File: config.mk
export PLATFORM = sky130hd
export DESIGN_NAME = key_allowlist_table
export DESIGN_NICKNAME = d
export VERILOG_FILES = /design/src/sv/kat_pkg.sv /design/src/sv/kat_ram.sv /design/src/sv/kat_ctrl.sv /design/src/sv/key_allowlist_table.sv
export SDC_FILE = /design/constraint.sdc
export NUM_CORES = 2
export LEC_CHECK = 0
export BUFFER_PORTS_ARGS = -buffer_cell sky130_fd_sc_hd__buf_2
export CORE_MARGIN = 8
export CORE_UTILIZATION = 45
export DETAILED_ROUTE_END_ITERATION = 10
export SYNTH_ARGS = -nofsm -noshare
export SYNTH_HDL_FRONTEND = slang
export SYNTH_SLANG_ARGS = --single-unit
File: constraint.sdc
create_clock -name clk -period 30.6 [get_ports clk]
set_input_delay 1.53 -clock clk [delete_from_list [all_inputs] [get_ports clk]]
set_output_delay 1.53 -clock clk [all_outputs]
set_load 0.02 [all_outputs]
File: src/sv/kat_pkg.sv
`timescale 1ns / 1ps
// kat_pkg: shared types and constants for the key allowlist table
// depends on nothing; used by kat_ctrl and key_allowlist_table

package kat_pkg;

    localparam int ENTRIES_DEFAULT = 16;
    localparam int KEY_BYTES       = 32;
    localparam int KEY_BITS        = KEY_BYTES * 8;
    localparam int INDEX_OUT_W     = 4;
    localparam int COUNT_OUT_W     = 5;

    // command codes; code 3 does nothing
    localparam logic [1:0] FUNC_LOOKUP = 2'd0;
    localparam logic [1:0] FUNC_INSERT = 2'd1;
    localparam logic [1:0] FUNC_DELETE = 2'd2;

    typedef enum logic [1:0] {
        ST_IDLE,
        ST_SCAN,
        ST_DRAIN,
        ST_FINISH
    } kat_state_t;

    typedef struct packed {
        logic rd_en;      // key ram read issued this cycle
        logic cmp_valid;  // ram read data valid for compare this cycle
        logic finish;     // scan complete, commit and report
    } kat_ctrl_t;

endpackage

File: src/sv/kat_ram.sv
`timescale 1ns / 1ps
// kat_ram: generic single-port-write, single-port-read ram with registered read
// depends on nothing

module kat_ram #(
    parameter int WIDTH = 256,
    parameter int DEPTH = 16
) (
    input  logic                     clk,
    input  logic                     we,
    input  logic [$clog2(DEPTH)-1:0] waddr,
    input  logic [WIDTH-1:0]         wdata,
    input  logic                     re,
    input  logic [$clog2(DEPTH)-1:0] raddr,
    output logic [WIDTH-1:0]         rdata
);

    logic [WIDTH-1:0] mem_reg [DEPTH];
    logic [WIDTH-1:0] rdata_reg;

    always_ff @(posedge clk)
    begin
        if (we)
        begin
            mem_reg[waddr] <= wdata;
        end
        if (re)
        begin
            rdata_reg <= mem_reg[raddr];
        end
    end

    assign rdata = rdata_reg;

endmodule

File: src/sv/kat_ctrl.sv
`timescale 1ns / 1ps
// kat_ctrl: command sequencer, walks the key ram one slot per cycle
// depends on kat_pkg

module kat_ctrl #(
    parameter int ENTRIES = kat_pkg::ENTRIES_DEFAULT
) (
    input  logic                       clk,
    input  logic                       rst_n,
    input  logic                       go,
    output logic                       busy,
    output kat_pkg::kat_ctrl_t         ctrl,
    output logic [$clog2(ENTRIES)-1:0] rd_addr,
    output logic [$clog2(ENTRIES)-1:0] cmp_idx
);

    localparam int IDX_W = $clog2(ENTRIES);
    localparam logic [IDX_W-1:0] LAST_IDX = IDX_W'(ENTRIES - 1);

    kat_pkg::kat_state_t state_reg, state_next;
    logic [IDX_W-1:0]    ptr_reg, ptr_next;
    logic                cmp_valid_reg;
    logic [IDX_W-1:0]    cmp_idx_reg;

    always_comb
    begin
        state_next = state_reg;
        unique case (state_reg)
            kat_pkg::ST_IDLE:   if (go) state_next = kat_pkg::ST_SCAN;
            kat_pkg::ST_SCAN:   if (ptr_reg == LAST_IDX) state_next = kat_pkg::ST_DRAIN;
            kat_pkg::ST_DRAIN:  state_next = kat_pkg::ST_FINISH;
            kat_pkg::ST_FINISH: state_next = kat_pkg::ST_IDLE;
            default:            state_next = kat_pkg::ST_IDLE;
        endcase
    end

    always_comb
    begin
        busy        = (state_reg != kat_pkg::ST_IDLE);
        ctrl.rd_en  = (state_reg == kat_pkg::ST_SCAN);
        ctrl.finish = (state_reg == kat_pkg::ST_FINISH);
        ctrl.cmp_valid = cmp_valid_reg;
        ptr_next    = (state_reg == kat_pkg::ST_SCAN) ? ptr_reg + 1'b1 : '0;
    end

    always_ff @(posedge clk or negedge rst_n)
    begin
        if (!rst_n)
        begin
            state_reg     <= kat_pkg::ST_IDLE;
            ptr_reg       <= '0;
            cmp_valid_reg <= 1'b0;
        end
        else
        begin
            state_reg     <= state_next;
            ptr_reg       <= ptr_next;
            cmp_valid_reg <= ctrl.rd_en;
        end
    end

    // slot index is registered alongside the read data, so the two stay aligned
    always_ff @(posedge clk)
    begin
        cmp_idx_reg <= ptr_reg;
    end

    assign rd_addr = ptr_reg;
    assign cmp_idx = cmp_idx_reg;

endmodule

File: src/sv/key_allowlist_table.sv
`timescale 1ns / 1ps
// key_allowlist_table: allowlist of 256-bit keys with used and admin marks
// depends on kat_pkg, kat_ram, kat_ctrl
//
//  channel   | handshake          | fields
//  ----------+--------------------+-------------------------------------------------
//  command   | start, busy        | func, key_word0..3, admin_flag, prefix_bytes
//  result    | done (one cycle)   | hit, entry_index, is_admin, success, removed_count
//
// the key ram is read once per slot and each read is compared in the cycle after
// it is issued. done pulses for one cycle after the scan; busy drops in that same
// cycle, so the next transaction can be taken while the result is shown. the
// receiver cannot stall. reset clears all used and admin marks at once; key ram
// contents are left as is.

module key_allowlist_table #(
    parameter int ENTRIES = kat_pkg::ENTRIES_DEFAULT
) (
    input  logic                            clk,
    input  logic                            rst_n,
    input  logic                            start,
    output logic                            busy,
    input  logic [1:0]                      func,
    input  logic [63:0]                     key_word0,
    input  logic [63:0]                     key_word1,
    input  logic [63:0]                     key_word2,
    input  logic [63:0]                     key_word3,
    input  logic                            admin_flag,
    input  logic [5:0]                      prefix_bytes,
    output logic                            done,
    output logic                            hit,
    output logic [kat_pkg::INDEX_OUT_W-1:0] entry_index,
    output logic                            is_admin,
    output logic                            success,
    output logic [kat_pkg::COUNT_OUT_W-1:0] removed_count
);

    localparam int IDX_W = $clog2(ENTRIES);
    localparam int CNT_W = $clog2(ENTRIES + 1);
    localparam int KB    = kat_pkg::KEY_BITS;

    kat_pkg::kat_ctrl_t ctrl;
    logic [IDX_W-1:0]   rd_addr;
    logic [IDX_W-1:0]   cmp_idx;
    logic [KB-1:0]      rdata;
    logic               go;
    logic               ram_we;

    logic [1:0]         func_reg;
    logic [KB-1:0]      key_reg;
    logic [KB-1:0]      mask_reg, mask_next;
    logic               admin_flag_reg;
    logic               del_ok_reg, del_ok_next;
    logic [ENTRIES-1:0] used_reg, used_next;
    logic [ENTRIES-1:0] admin_reg, admin_next;
    logic               found_reg, found_next;
    logic [IDX_W-1:0]   found_idx_reg, found_idx_next;
    logic               free_found_reg, free_found_next;
    logic [IDX_W-1:0]   free_idx_reg, free_idx_next;
    logic [CNT_W-1:0]   count_reg, count_next;

    logic                            done_reg;
    logic                            hit_reg, hit_next;
    logic [kat_pkg::INDEX_OUT_W-1:0] index_reg, index_next;
    logic                            is_admin_reg, is_admin_next;
    logic                            success_reg, success_next;
    logic [kat_pkg::COUNT_OUT_W-1:0] removed_reg, removed_next;

    logic [5:0] cmp_len;
    logic       match;

    assign go = start && !busy;

    kat_ctrl #(
        .ENTRIES (ENTRIES)
    ) u_ctrl (
        .clk     (clk),
        .rst_n   (rst_n),
        .go      (go),
        .busy    (busy),
        .ctrl    (ctrl),
        .rd_addr (rd_addr),
        .cmp_idx (cmp_idx)
    );

    kat_ram #(
        .WIDTH (KB),
        .DEPTH (ENTRIES)
    ) u_key_ram (
        .clk   (clk),
        .we    (ram_we),
        .waddr (free_idx_reg),
        .wdata (key_reg),
        .re    (ctrl.rd_en),
        .raddr (rd_addr),
        .rdata (rdata)
    );

    // byte mask, key byte 0 in the top byte; full key unless prefix delete
    always_comb
    begin
        cmp_len = (func == kat_pkg::FUNC_DELETE) ? prefix_bytes : 6'(kat_pkg::KEY_BYTES);
        for (int b = 0; b < kat_pkg::KEY_BYTES; b++)
        begin
            mask_next[KB-1-8*b -: 8] = (6'(b) < cmp_len) ? 8'hFF : 8'h00;
        end
        del_ok_next = (prefix_bytes != 6'd0) && (prefix_bytes <= 6'(kat_pkg::KEY_BYTES));
    end

    assign match = used_reg[cmp_idx] && (((rdata ^ key_reg) & mask_reg) == '0);

    assign ram_we = ctrl.finish && (func_reg == kat_pkg::FUNC_INSERT)
                    && !found_reg && free_found_reg;

    always_comb
    begin
        used_next       = used_reg;
        admin_next      = admin_reg;
        found_next      = found_reg;
        found_idx_next  = found_idx_reg;
        free_found_next = free_found_reg;
        free_idx_next   = free_idx_reg;
        count_next      = count_reg;
        hit_next        = hit_reg;
        index_next      = index_reg;
        is_admin_next   = is_admin_reg;
        success_next    = success_reg;
        removed_next    = removed_reg;

        if (go)
        begin
            found_next      = 1'b0;
            free_found_next = 1'b0;
            count_next      = '0;
        end

        if (ctrl.cmp_valid)
        begin
            if (match && !found_reg)
            begin
                found_next     = 1'b1;
                found_idx_next = cmp_idx;
            end
            if (!used_reg[cmp_idx] && !free_found_reg)
            begin
                free_found_next = 1'b1;
                free_idx_next   = cmp_idx;
            end
            if ((func_reg == kat_pkg::FUNC_DELETE) && del_ok_reg && match)
            begin
                used_next[cmp_idx]  = 1'b0;
                admin_next[cmp_idx] = 1'b0;
                count_next          = count_reg + 1'b1;
            end
        end

        if (ctrl.finish)
        begin
            hit_next      = 1'b0;
            index_next    = '0;
            is_admin_next = 1'b0;
            success_next  = 1'b0;
            removed_next  = '0;
            unique case (func_reg)
                kat_pkg::FUNC_LOOKUP:
                begin
                    if (found_reg)
                    begin
                        hit_next      = 1'b1;
                        index_next    = kat_pkg::INDEX_OUT_W'(found_idx_reg);
                        is_admin_next = admin_reg[found_idx_reg];
                    end
                end
                kat_pkg::FUNC_INSERT:
                begin
                    priority if (found_reg)
                    begin
                        admin_next[found_idx_reg] = admin_flag_reg;
                        index_next   = kat_pkg::INDEX_OUT_W'(found_idx_reg);
                        success_next = 1'b1;
                    end
                    else if (free_found_reg)
                    begin
                        used_next[free_idx_reg]  = 1'b1;
                        admin_next[free_idx_reg] = admin_flag_reg;
                        index_next   = kat_pkg::INDEX_OUT_W'(free_idx_reg);
                        success_next = 1'b1;
                    end
                    else
                    begin
                        success_next = 1'b0;
                    end
                end
                kat_pkg::FUNC_DELETE:
                begin
                    removed_next = kat_pkg::COUNT_OUT_W'(count_reg);
                end
                default:
                begin
                    removed_next = '0;
                end
            endcase
        end
    end

    always_ff @(posedge clk or negedge rst_n)
    begin
        if (!rst_n)
        begin
            used_reg       <= '0;
            admin_reg      <= '0;
            found_reg      <= 1'b0;
            free_found_reg <= 1'b0;
            count_reg      <= '0;
            done_reg       <= 1'b0;
        end
        else
        begin
            used_reg       <= used_next;
            admin_reg      <= admin_next;
            found_reg      <= found_next;
            free_found_reg <= free_found_next;
            count_reg      <= count_next;
            done_reg       <= ctrl.finish;
        end
    end

    // command capture and result payload
    always_ff @(posedge clk)
    begin
        if (go)
        begin
            func_reg       <= func;
            key_reg        <= {key_word0, key_word1, key_word2, key_word3};
            mask_reg       <= mask_next;
            admin_flag_reg <= admin_flag;
            del_ok_reg     <= del_ok_next;
        end
        found_idx_reg <= found_idx_next;
        free_idx_reg  <= free_idx_next;
        hit_reg       <= hit_next;
        index_reg     <= index_next;
        is_admin_reg  <= is_admin_next;
        success_reg   <= success_next;
        removed_reg   <= removed_next;
    end

    assign done          = done_reg;
    assign hit           = hit_reg;
    assign entry_index   = index_reg;
    assign is_admin      = is_admin_reg;
    assign success       = success_reg;
    assign removed_count = removed_reg;

endmodule

### Word level (Yosys, flattened, before mapping)

Memory sizes are Yosys's and may differ from the RTL's. A register that Yosys moved wholly into a read port is not among the register bits.
Cells that the tools add are included.

| cells by class | value |
|---|---|
| reductions and logical operators | 26 |
| add/sub/neg operators | 2 |
| $lt $le $gt $ge | 39 |
| bitwise gates (word level) | 6 |
| muxes and demuxes | 79 |
| div/mod/pow operators | 0 |
| shift operators | 0 |
| multiply operators | 0 |
| eq/ne operators | 9 |

Operators by type and width:

| kind | count |
|---|---|
| $and A256 B256 Y256 | 1 |
| $logic_not A256 Y1 | 1 |
| $mux W8 | 32 |
| $xor A256 B256 Y256 | 1 |
| $mux W16 | 12 |
| $lt A5 B6 Y1 const A | 16 |
| $lt A4 B6 Y1 const A | 8 |
| $and A16 B16 Y16 | 2 |
| $bwmux W16 | 2 |
| $lt A3 B6 Y1 const A | 4 |
| $mux W1 | 16 |
| $mux W4 | 4 |
| $not A16 Y16 | 1 |
| $or A16 B16 Y16 | 1 |
| $lt A4 B5 Y1 const B | 3 |
| $mux W5 | 3 |
| $logic_and A1 B1 Y1 | 13 |
| $demux W1 S4 | 3 |
| $ge A4 B1 Y1 const B | 3 |
| $lt A1 B6 Y1 const A | 2 |
| $lt A2 B6 Y1 const A | 2 |
| $bmux W1 S4 | 2 |
| $eq A2 B2 Y1 const B | 4 |
| $pmux W2 S4 | 1 |
| 14 further kinds | 24 |

| word-level totals | value |
|---|---|
| bits in registers | 587 |
| bits in writable memories | 4,096 |
| memories kept | 1 |
| latch bits | 0 |
| memory bits (read-only) | 0 |
| output and inout bits | 14 |
| logic and storage cells | 184 |
| input bits | 268 |

Memories:

| memory | depth | width | rd ports | clocked after Yosys merged registers in | wr ports | RTL line | RTL |
|---|---|---|---|---|---|---|---|
| u_key_ram.mem_reg | 16 | 256 | 1 | 1 | 1 | kat_ram.sv:18 | `logic [WIDTH-1:0] mem_reg [DEPTH];` |

### Depth between registers and ports, before layout

| logic depth | value |
|---|---|
| word-level depth | 13 |
| mapped depth | 9 |
| gate-level depth less buffers | 7 |

### Modules after synthesis

A second synthesis with hierarchy kept.

| unflattened totals | value |
|---|---|
| cells, all modules | 7,716 |
| area total of the unflattened synthesis | 176,956.0 µm² |

By module, submodules not included:

| module | instances | area each (µm²) | sequential area each (µm²) | cells an instance |
|---|---|---|---|---|
| kat_ram | 1 | 161,218.4 | 130,685.3 | 6,648 |
| key_allowlist_table | 1 | 15,295.9 | 10,369.9 | 1,035 |
| kat_ctrl | 1 | 441.7 | 255.2 | 33 |

### Worst setup path after synthesis

OpenSTA, ideal clock, no wires.

| timing path | value |
|---|---|
| path kind | reg-to-reg |
| from | register u_ctrl.state_reg[0] |
| to | memory u_key_ram.mem_reg[1][0], enable pin |
| setup slack | 10.665 ns |
| setup time | 1.191 ns |
| data required time | 29.409 ns |
| cell stages (with the launch flop) | 5 |
| buffers on the path | 0 |
| arrival | 18.744 ns |
| cell sequence | dfrtp_1 -> ha_1 -> nand3b_1 -> or3_1 -> nor3_1 |

RTL lines:

| what | RTL line | RTL |
|---|---|---|
| start, declared | kat_ctrl.sv:20 | `kat_pkg::kat_state_t state_reg, state_next;` |
| start signal, assigned | kat_ctrl.sv:50 | `state_reg <= kat_pkg::ST_IDLE;` |
| start signal, assigned | kat_ctrl.sv:56 | `state_reg <= state_next;` |
| end, declared | kat_ram.sv:18 |  |

==> results.sh <==
export IMPL_finalSetupViolCount=0
export IMPL_p_leak_nw=62.66
export IMPL_path_buf_inv=5
export IMPL_synth_distinct_cells=51
export IMPL_max_freq_mhz=156.0
export IMPL_grt_usage_pct=21.54
export IMPL_required_ns=31.33
export IMPL_p_per_area_nw_per_um2=76.95
export IMPL_clock_sinks=4715
export IMPL_gr_total_overflow=0
export IMPL_start_util_pct=45.22
export IMPL_io_buffers=281
export IMPL_post_cts_resized=0
export IMPL_die_h_um=647.0
export IMPL_worstMarginPinSlew_ns=1.361
export IMPL_path_class="reg2reg"
export IMPL_dp_hpwl_mm=233.1
export IMPL_dp_slack_ns=24.11
export IMPL_drc=0
export IMPL_synth_largest_area_cell="edfxtp_1"
export IMPL_drt_antenna_violating_nets=0
export IMPL_cts_tree="done"
export IMPL_cp_max_fo=55
export IMPL_grt_pass1_wl_mm=655.5
export IMPL_grt_pass1_vias=90735
export IMPL_synth_avg_cell_area_sq_um=20.04
export IMPL_rows=231
export IMPL_ir_worst_vdd_uv=58.45
export IMPL_hold_class="reg2reg"
export IMPL_viasPerCell=5.951
export IMPL_synth_warnings=0
export IMPL_grt_max_degree=134
export IMPL_netlist_area_sq_um=179200
export IMPL_clkTransAtPathRegs_ns=0.06
export IMPL_yosysMostFrequentCell="edfxtp_1"
export IMPL_crit_path_max_incr_delay_ns=0.94
export IMPL_dieArea_sq_um=418600
export IMPL_fin_nets=9678
export IMPL_worst_slack_ns=24.19
export IMPL_cp_start_kind="flop"
export IMPL_synth_edf_count=4664
export IMPL_pin_count=282
export IMPL_synth_cells=8941
export IMPL_skew_ns=0.07308
export IMPL_clock_path_buffers=4
export IMPL_synth_top_cell_area_share_pct=78.17
export IMPL_via_count=89631
export IMPL_gpl_final_weighted_congestion=0.7668
export IMPL_wl_per_cell_um=30.71
export IMPL_power_total_mw=15.52
export IMPL_synth_common_cells="edfxtp_1 (4664), mux2i_1 (787), o21ai_0 (557)"
export IMPL_hold_ws_ns=0.5305
export IMPL_multi_input_area_sq_um=36060
export IMPL_synth_flop_cell="edfxtp_1"
export IMPL_synth_seq_cells=4715
export IMPL_die_x_um=647.0
export IMPL_finalSetupTns_ns=0
export IMPL_largest_reg_flops=4096
export IMPL_drive_above_1_share_pct=19.31
export IMPL_initialDrtViolationCount=9258
export IMPL_end_kind="flop"
export IMPL_seq_area_sq_um=141300
export IMPL_hold_viol=0
export IMPL_slew_viol_final=0
export IMPL_fin_crit_sh_pct=20.95
export IMPL_async_flop_share_pct=0.9968
export IMPL_min_period_ns=6.409
export IMPL_cap_violations=0
export IMPL_cts_buffers=465
export IMPL_antenna_found_initial=64
export IMPL_postCtsHoldBufs=0
export IMPL_crit_path_cell_trace="buf_4 -> buf_4 -> buf_4 -> buf_4 -> buf_4 -> mux2_2 -> o21ai_0 -> a21oi_1 -> o21ai_0 -> nand2_1"
export IMPL_arrival_ns=7.14
export IMPL_synth_area_leaders="edfxtp_1 (78%), mux4_2 (6.5%), mux2i_1 (4.4%)"
export IMPL_fill_cells=31193
export IMPL_outcome="complete, no violations"
export IMPL_routed_wl_mm=462.6
export IMPL_fin_util_pct=50.89
export IMPL_clk_latency_ns=1.00
export IMPL_core_sq_um=396300
export IMPL_rsz0062_at_grt="no"
export IMPL_dr_pass1_iters=6
export IMPL_cp_slowest_cell="dfrtp_4"
export IMPL_crit_top_cell="buf_4"
export IMPL_post_cts_setup_buffer_count=0
export IMPL_synth_nets=9216
export IMPL_slew_headroom_pct=8.300
export IMPL_cp_top_family="buffers and inverters"
export IMPL_clockRootBuffer="clkbuf_16"
export IMPL_synth_seq_area_share_pct=78.87
export IMPL_htree_levels=5
export IMPL_area_delta_synth_final_pct=12.55
worst reg2reg max path, delay by kind of cell, from the launching register on:
kind / cells / cell delay [ns]
buffers and inverters: 5 / 4.18
flip-flops: 1 / 0.94
AO/OA/AOI/OAI: 3 / 0.49
multiplexers: 1 / 0.44
AND/OR/NAND/NOR: 1 / 0.08
metrics by stage:
| step | cells | area (sq um) |
|---|---|---|
| 6_report | 15062 | 201700 |
| 5_1_grt | 15052 | 201600 |
| 4_1_cts | 15032 | 201600 |
| 3_5_place_dp | 14178 | 187000 |
| 3_3_place_gp | 14177 | 187000 |
| 2_1_floorplan | 8941 | 179200 |
per-layer routing:
| layer | global-route usage (%) | up-vias | part of all wire (%) |
|---|---|---|---|
| li1 | - | 37731 | - |
| met1 | 30.14 | 47678 | 42 |
| met2 | 34.60 | 3492 | 48 |
| met3 | 4.068 | 698 | 7.4 |
| met4 | 6.446 | 32 | 2.9 |
| met5 | 0 | - | 0.045 |
placed cells by master (no fill, tap or decap), drive strengths merged, types with 3 or more instances in the layout:
cell / instances
a21oi: 267
a221oi: 256
a22oi: 258
a31oi: 27
and2: 11
buf: 448
bufinv: 30
clkbuf: 574
clkinv: 225
clkinvlp: 11
dfrtp: 47
dfxtp: 4
diode: 30
edfxtp: 4664
ha: 7
inv: 35
mux2: 256
mux2i: 787
mux4: 521
nand2: 319
nand2b: 7
nand3: 14
nand3b: 7
nand4: 74
nor2: 39
nor2b: 15
nor3: 9
nor3b: 3
nor4: 8
o21ai: 564
o22ai: 16
or3: 7
or3b: 4
xnor2: 258
final timing paths:
kind	startpoint	end	slack, ns	depth (start not counted)
max	u_ctrl.rd_addr[0]	u_key_ram.rdata[61]	24.19	10
min	count_reg[0]	count_reg[0]	0.53	1
max reg2reg	u_ctrl.rd_addr[0]	u_key_ram.rdata[61]	24.19	10
min reg2reg	count_reg[0]	count_reg[0]	0.53	1
max in group asynchronous	rst_n	u_ctrl.rd_addr[3]	29.36	2
min in group asynchronous	rst_n	u_ctrl.state_reg[0]	0.65	2
kinds of logic after synthesis:
family | synth area share (%)
flip-flops | 78.87
multiplexers | 12.55
AO/OA/AOI/OAI | 4.851
AND/OR/NAND/NOR | 1.358
buffers and inverters | 1.049
XOR/XNOR | 1.271
adder cells (fa/ha/maj) | 0.04888
final cells by class:
type / count / area share (%)
flip-flops and latches: 4715 / 70.08
multi-input cells: 3752 / 17.88
clock buffers: 574 / 6.046
well taps: 5242 / 3.253
repair buffers: 448 / 1.451
clock inverters: 280 / 1.162
inverters: 21 / 0.08376
diodes: 30 / 0.03723
power by group:
group | internal [mW] | switching, mW | total, mW
Combinational | 0.882 | 1.13 | 2.01
Sequential | 7.67 | 0.364 | 8.03
Clock | 3.07 | 2.40 | 5.48
Total | 11.6 | 3.89 | 15.5
Note: power is estimated with default switching activity, not from simulation.
